[config.mk]
export PLATFORM = sky130hd
export DESIGN_NAME = xml_entity_decoder
export DESIGN_NICKNAME = d
export VERILOG_FILES = /design/src/hdl/xed_pkg.sv /design/src/hdl/xml_entity_decoder.sv
export SDC_FILE = /design/constraint.sdc
export NUM_CORES = 1
export LEC_CHECK = 0
export BUFFER_PORTS_ARGS = -buffer_cell sky130_fd_sc_hd__clkbuf_2
export CAP_MARGIN = 15
export CORE_ASPECT_RATIO = 1.2
export CORE_UTILIZATION = 35
export DETAILED_ROUTE_END_ITERATION = 10
export SLEW_MARGIN = 20
export SYNTH_ARGS = -nofsm -noshare
export SYNTH_HDL_FRONTEND = slang
export SYNTH_SLANG_ARGS = --single-unit
[constraint.sdc]
create_clock -name aclk -period 9.59 [get_ports aclk]
set_clock_uncertainty 0.2 [all_clocks]
set_input_delay 0.4795 -clock aclk [delete_from_list [all_inputs] [get_ports aclk]]
set_output_delay 0.4795 -clock aclk [all_outputs]
set_load 0.005 [all_outputs]
[src/hdl/xed_pkg.sv]
`timescale 1ns / 1ps
// ----------------------------------------------------------------------------
// xed_pkg
// Types, character constants and the per-beat decode function of the XML
// character entity decoder.
// ----------------------------------------------------------------------------
package xed_pkg;

    // Input beat: one string byte and its end-of-string flag.
    typedef struct packed {
        logic [7:0] in_char;
        logic       in_last;
    } in_beat_t;

    // Output beat: one decoded byte and its end-of-string flag.
    typedef struct packed {
        logic [7:0] out_char;
        logic       out_last;
    } out_beat_t;

    // Progress of a partial entity match.
    typedef enum logic [3:0] {
        MS_IDLE  = 4'd0,
        MS_AMP   = 4'd1,
        MS_L     = 4'd2,
        MS_G     = 4'd3,
        MS_LT    = 4'd4,
        MS_GT    = 4'd5,
        MS_A     = 4'd6,
        MS_AM    = 4'd7,
        MS_AMP_P = 4'd8
    } match_state_t;

    // Bytes released per input beat, and bytes one beat can produce in total.
    localparam int unsigned MAX_BEATS  = 4;
    localparam int unsigned STEP_BEATS = 5;

    localparam logic [7:0] CH_AMP  = 8'h26;
    localparam logic [7:0] CH_LT   = 8'h3C;
    localparam logic [7:0] CH_GT   = 8'h3E;
    localparam logic [7:0] CH_SEMI = 8'h3B;
    localparam logic [7:0] CH_L    = 8'h6C;
    localparam logic [7:0] CH_G    = 8'h67;
    localparam logic [7:0] CH_A    = 8'h61;
    localparam logic [7:0] CH_T    = 8'h74;
    localparam logic [7:0] CH_M    = 8'h6D;
    localparam logic [7:0] CH_P    = 8'h70;

    // Everything one input beat produces.
    typedef struct packed {
        out_beat_t [MAX_BEATS-1:0] beat;
        logic [2:0]                count;
        match_state_t              next_state;
        logic                      pend_valid;
        out_beat_t                 pend;
    } step_result_t;

    // Number of prefix bytes held in a given match state.
    function automatic logic [2:0] held_len(input match_state_t st);
        logic [2:0] len;
        unique case (st)
            MS_AMP:                      len = 3'd1;
            MS_L, MS_G, MS_A:            len = 3'd2;
            MS_LT, MS_GT, MS_AM:         len = 3'd3;
            MS_AMP_P:                    len = 3'd4;
            default:                     len = 3'd0;
        endcase
        return len;
    endfunction

    // One byte of the prefix held in a given match state.
    function automatic logic [7:0] held_char(input match_state_t st, input logic [1:0] idx);
        logic [7:0] ch;
        ch = CH_AMP;
        if (idx == 2'd1) begin
            unique case (st)
                MS_L, MS_LT:          ch = CH_L;
                MS_G, MS_GT:          ch = CH_G;
                default:              ch = CH_A;
            endcase
        end else if (idx == 2'd2) begin
            ch = (st == MS_AM || st == MS_AMP_P) ? CH_M : CH_T;
        end else if (idx == 2'd3) begin
            ch = CH_P;
        end
        return ch;
    endfunction

    // Decode one input beat against the current match state. A byte held
    // back from the previous beat goes out first.
    function automatic step_result_t entity_step(input match_state_t st,
                                                 input logic pv,
                                                 input out_beat_t pb,
                                                 input in_beat_t b);
        step_result_t               r;
        out_beat_t [STEP_BEATS-1:0] seq;
        logic [2:0]                 n;
        logic                       ok;
        logic                       done;
        logic [7:0]                 dec;
        match_state_t               nx;
        match_state_t               st_after;
        logic [2:0]                 hl;
        r        = '0;
        seq      = '0;
        n        = 3'd0;
        ok       = 1'b0;
        done     = 1'b0;
        dec      = CH_AMP;
        nx       = MS_IDLE;
        st_after = MS_IDLE;
        hl       = 3'd0;

        // The byte held back from the previous beat leads.
        if (pv) begin
            seq[0] = pb;
            n      = 3'd1;
        end

        // Advance the partial match.
        unique case (st)
            MS_AMP: begin
                if (b.in_char == CH_L) begin
                    ok = 1'b1; nx = MS_L;
                end else if (b.in_char == CH_G) begin
                    ok = 1'b1; nx = MS_G;
                end else if (b.in_char == CH_A) begin
                    ok = 1'b1; nx = MS_A;
                end
            end
            MS_L:     if (b.in_char == CH_T) begin ok = 1'b1; nx = MS_LT; end
            MS_G:     if (b.in_char == CH_T) begin ok = 1'b1; nx = MS_GT; end
            MS_A:     if (b.in_char == CH_M) begin ok = 1'b1; nx = MS_AM; end
            MS_AM:    if (b.in_char == CH_P) begin ok = 1'b1; nx = MS_AMP_P; end
            MS_LT:    if (b.in_char == CH_SEMI) begin ok = 1'b1; done = 1'b1; dec = CH_LT; end
            MS_GT:    if (b.in_char == CH_SEMI) begin ok = 1'b1; done = 1'b1; dec = CH_GT; end
            MS_AMP_P: if (b.in_char == CH_SEMI) begin ok = 1'b1; done = 1'b1; dec = CH_AMP; end
            default: begin
            end
        endcase

        // Emit the decoded character, or flush the held prefix on a mismatch.
        if (ok) begin
            if (done) begin
                seq[n].out_char = dec;
                n               = n + 3'd1;
            end
            st_after = nx;
        end else begin
            hl = held_len(st);
            for (int i = 0; i < 4; i++) begin
                if (3'(i) < hl) begin
                    seq[n].out_char = held_char(st, 2'(i));
                    n               = n + 3'd1;
                end
            end
            if (b.in_char == CH_AMP) begin
                st_after = MS_AMP;
            end else begin
                seq[n].out_char = b.in_char;
                n               = n + 3'd1;
                st_after        = MS_IDLE;
            end
        end

        // At the end of the string, flush what is still held and mark the end.
        if (b.in_last) begin
            if (!done) begin
                hl = held_len(st_after);
                for (int i = 0; i < 4; i++) begin
                    if (3'(i) < hl) begin
                        seq[n].out_char = held_char(st_after, 2'(i));
                        n               = n + 3'd1;
                    end
                end
            end
            st_after = MS_IDLE;
            if (n != 3'd0) begin
                seq[n - 3'd1].out_last = 1'b1;
            end
        end

        // Up to four bytes leave with this beat; a fifth waits for the next one.
        for (int i = 0; i < MAX_BEATS; i++) begin
            r.beat[i] = seq[i];
        end
        if (n > 3'(MAX_BEATS)) begin
            r.count      = 3'(MAX_BEATS);
            r.pend_valid = 1'b1;
            r.pend       = seq[MAX_BEATS];
        end else begin
            r.count = n;
        end
        r.next_state = st_after;
        return r;
    endfunction

endpackage

[src/hdl/xml_entity_decoder.sv]
`timescale 1ns / 1ps
// ----------------------------------------------------------------------------
// xml_entity_decoder
// Streaming decoder that replaces &lt;, &gt; and &amp; in a byte string.
// ----------------------------------------------------------------------------
// Takes one string byte per beat and delivers decoded bytes one per beat. An
// accepted beat is decoded in the same cycle into zero to four output bytes,
// which are written into a five-entry output queue behind any byte left
// there; the queue head is offered on the result channel. The input is ready
// whenever at most one byte is left in that queue, so a stream in which each
// beat yields at most one byte runs at one beat per clock in both directions
// while every result beat is taken. A beat that yields more than one byte (a
// flushed partial entity) holds off the input while the queue drains. When a
// held "&amp" prefix is flushed together with a further byte, five bytes are
// due: four leave at once and the fifth is kept back and goes out first with
// the next input beat. Between beats only the match progress and that one
// kept-back byte are stored; an '&' that does not start a complete entity
// passes through unchanged, and the end-of-string flag flushes any held prefix.
// ----------------------------------------------------------------------------
module xml_entity_decoder (
    input  logic              aclk,
    input  logic              aresetn,
    input  logic              s_valid,
    output logic              s_ready,
    input  xed_pkg::in_beat_t  s_data,
    output logic              m_valid,
    input  logic              m_ready,
    output xed_pkg::out_beat_t m_data
);

    localparam int unsigned QDEPTH = xed_pkg::MAX_BEATS + 1;

    xed_pkg::match_state_t state_reg, state_next;
    logic                  pend_valid_reg, pend_valid_next;
    xed_pkg::out_beat_t    pend_reg, pend_next;
    xed_pkg::out_beat_t    queue_reg  [QDEPTH];
    xed_pkg::out_beat_t    queue_next [QDEPTH];
    logic [2:0]            cnt_reg, cnt_next;
    xed_pkg::step_result_t step;
    xed_pkg::out_beat_t    shifted [QDEPTH];
    xed_pkg::out_beat_t    ins     [QDEPTH];
    logic                  push;
    logic                  pop;
    logic [2:0]            keep;

    // Handshake: the queue head is the result beat.
    assign m_valid = (cnt_reg != 3'd0);
    assign m_data  = queue_reg[0];
    assign s_ready = (cnt_reg <= 3'd1);
    assign push    = s_valid && s_ready;
    assign pop     = m_valid && m_ready;
    assign keep    = cnt_reg - {2'b00, pop};

    // Decode the incoming beat against the current match progress.
    assign step = xed_pkg::entity_step(state_reg, pend_valid_reg, pend_reg, s_data);

    // Shift out the delivered byte and line up the new bytes behind the kept one.
    always_comb begin
        for (int i = 0; i < QDEPTH - 1; i++) begin
            shifted[i] = pop ? queue_reg[i + 1] : queue_reg[i];
        end
        shifted[QDEPTH - 1] = queue_reg[QDEPTH - 1];

        for (int i = 0; i < QDEPTH; i++) begin
            ins[i] = shifted[i];
        end
        if (keep == 3'd0) begin
            for (int i = 0; i < xed_pkg::MAX_BEATS; i++) begin
                ins[i] = step.beat[i];
            end
        end else begin
            for (int i = 1; i < QDEPTH; i++) begin
                ins[i] = step.beat[i - 1];
            end
        end

        for (int i = 0; i < QDEPTH; i++) begin
            queue_next[i] = (push && (3'(i) >= keep)) ? ins[i] : shifted[i];
        end
        cnt_next        = keep + (push ? step.count : 3'd0);
        state_next      = push ? step.next_state : state_reg;
        pend_valid_next = push ? step.pend_valid : pend_valid_reg;
        pend_next       = push ? step.pend : pend_reg;
    end

    // Control state.
    always_ff @(posedge aclk) begin
        if (!aresetn) begin
            cnt_reg        <= 3'd0;
            state_reg      <= xed_pkg::MS_IDLE;
            pend_valid_reg <= 1'b0;
            pend_reg       <= '0;
        end else begin
            cnt_reg        <= cnt_next;
            state_reg      <= state_next;
            pend_valid_reg <= pend_valid_next;
            pend_reg       <= pend_next;
        end
    end

    // Output queue payload.
    always_ff @(posedge aclk) begin
        for (int i = 0; i < QDEPTH; i++) begin
            queue_reg[i] <= queue_next[i];
        end
    end

endmodule

==> key figures <==
Critical path
  – Arrival time worst endpoint: 8960 ps
  – WS Path Type: reg -> reg
  – CP Data Required Time: between 9000 and 10000 ps
  – Most used cell, CP: ha_1
  – Worst R2R Path Depth: 37
  – Reg2Reg Setup Slack: a little under 700 ps
  – Worst path max stage delay: roughly 640 ps
  – CP endpoint kind: flop
  – CP max-delay cell: dfxtp_1
  – FF-to-FF End: cnt_reg[2]
  – Max FO, Critical Path: 16
  – Startpoint Class: flop

Finish
  – Ratio of cells with drive above 1 in the final layout: 0.113
  – Diode count: 0
  – Layout Area Growth over Synthesis: 7.19%
  – Final #Nets: ~950
  – Max reg flops: between 40 and 50

STA
  – Final Hold Violating Endpoints: 0
  – Slew @ Worst Pin: roughly 1100 ps
  – Post-route minimum period: 8910 ps
  – Relative max-transition margin: 0.290
  – WHS: 294 ps
  – Finish-stage setup viols: 0
  – Max Clk Rate: 0.112 GHz
  – Final cycle utilization of the critical path: 0.930
  – Fin Setup TNS: 0 ps
  – RSZ-0062 raised after global routing: no
  – Final Max Slew Viols: 0

Global routing
  – Largest net degree at the start of global routing: 38
  – First-pass GRT wire length: 41.8 mm
  – Total grt overflow: 0
  – Initial antenna violation count: 0
  – All-Layer GR Usage: 0.263
  – Vias in the first global route: 7151

Pwr
  – Total power: 1.23 mW
  – VDD IR max: approximately 0.11 mV
  – Leakage: roughly 2.8 nW
  – Power Density: 161 nW/µm²

Synth
  – Cells after Synth: about 930
  – Synthesized Nets: roughly 960
  – Async SR Flop Fraction: 0
  – Post-synth design cell area: 7100 µm²
  – Top_reg_cell synth: edfxtp_1
  – Synth area leaders: edfxtp_1, dfxtp_1, nand2_1, nor2_1, a21oi_1
  – Synth top area share: 0.152
  – Cell variety after synth: 113
  – Leading area contributor after synthesis: edfxtp_1
  – Most common cell in the netlist: nand2_1
  – EDFF count, synth: 36
  – Yosys warns: 0
  – Sequential area share after synthesis: 0.234
  – Syn_area_per_cell: 7.61 µm²
  – Post-synth top cells: nand2_1, nor2_1, a21oi_1, o21ai_0, nand3_1
  – Seq cells post-synth: 65

Status
  – Status: complete, no violations

Die
  – # rows: 56
  – Die Span Y: ~160 µm
  – Die width: roughly 130 µm
  – Die ar.: about 21000 µm²
  – I/O pins: 24
  – CORE AREA: between 15000 and 20000 µm²
  – Starting density of the core: 0.361

CTS
  – Clock slew at reported path FFs: 50 ps
  – Maximum root-to-sink buffer count: 2
  – Clk Tree Root Cell: clkbuf_16
  – CTS sink cnt: 65
  – CTS tree: done
  – Clock latency reported for the late side of the worst-skew pair: between 300 and 400 ps
  – TritonCTS Buffers: 9
  – H-tree lvl count: 3
  – CTS Hold Bufs: 0

Placement
  – DP HPWL: ~21 mm
  – Routability cong.: roughly 1
  – Port bufs: 23

Route
  – WL final: ~27 mm
  – Remaining DRCs: 0
  – Iter 0 DRT Violations: just under 800
  – Via count: between 7000 and 8000
  – Vias/cell: about 6.3
  – Antenna-violating nets left: 0
  – Drt first pass iters: 5
  – WL per Instance: 22.7 µm

Min path
  – Hold endpoint: pend_reg[1]
  – Hold crit path type: reg -> reg
  – Critical hold path startpoint: pend_reg[1]
  – Hold path depth: 1

Flow run
  – MaxCap Viol Count: 0
[kinds of logic (layout without fill, tap and decap cells)]
kind of cell / after synthesis / after routing / share of synthesized area
compound gates: 301 / 301 / 0.307
buf+inv: 96 / 82 / 0.0601
simple gates: 417 / 417 / 0.313
xor+xnor: 22 / 22 / 0.0312
flops: 65 / 65 / 0.234
mux: 14 / 14 / 0.0215
fa+ha+maj: 18 / 18 / 0.0338
[power breakdown]
group	switching, mW	internal [mW]
logic	0.287	0.159
clock network	0.125	0.174
registers	0.0338	0.446
total	0.446	0.779
[critical path: cells and delay by family (launching register included)]
kind / cells / cell delay [ps]
buffers and inverters: 6 / 870
multiplexers: 1 / 260
XOR/XNOR: 3 / 580
AO/OA/AOI/OAI: 7 / 1760
adder cells (fa/ha/maj): 10 / 3190
AND/OR/NAND/NOR: 10 / 1300
flip-flops: 1 / 640
[layer usage]
layer,share of wire,global-route usage
met1,0.41,0.324
met2,0.45,0.424
met3,0.068,0.0403
met4,0.069,0.183
met5,0,0
[metrics by stage]
| stage | std cells | worst slack [ps] | utilization | cell area, µm² |
|---|---|---|---|---|
| 2_1_floorplan | 933 | 1280 | - | 7100 |
| 3_5_place_dp | 1164 | 675 | 0.373 | 7340 |
| 4_1_cts | 1180 | 661 | 0.386 | 7610 |
| 5_1_grt | 1180 | 14.3 | 0.387 | 7610 |
| 3_3_place_gp | 1164 | 900 | 0.373 | 7340 |
| 6_report | 1180 | 675 | 0.387 | 7610 |
[repair_timing]
action                                  4_1_cts  5_1_grt
hold endpoints to repair                      0        0
endpoints found under the setup margin        0        1
gates resized for setup                       0        1
buffers inserted                              0        0
[worst max path at each step]
stage,endpoint,from
global placement,cnt_reg[2],flop
floorplan,cnt_reg[2],flop
CTS,cnt_reg[2],flop
detailed placement,cnt_reg[2],flop
finish,cnt_reg[2],flop
global route,cnt_reg[2],flop
[area by class of cell]
cell class | instances | area (µm²)
clock buffer | 11 | 233
clock inverter | 5 | 32.5
fill | 2043 | 12100
inverter | 28 | 105
multi-input combinational | 772 | 5030
sequential | 65 | 1660
tap | 261 | 327
timing repair buffer | 38 | 228
[cell usage in the layout, fill, tap and decap left out, drive strengths merged, types with 12 or more instances in the layout]
cell type	netlist	layout
a22o	12	12
ha	16	16
a211oi	21	21
o21ai	64	64
edfxtp	36	36
nand3	40	40
nor3	23	23
and2	21	21
a31oi	13	13
inv	28	28
nand2	117	117
nor2	89	89
xnor2	16	16
a21oi	60	60
nor4	14	14
buf	30	15
a21o	12	12
and3	12	12
clkbuf	38	34
nand4	16	16
mux2i	14	14
dfxtp	29	29
No activity file was read; power rests on OpenSTA's default activity.
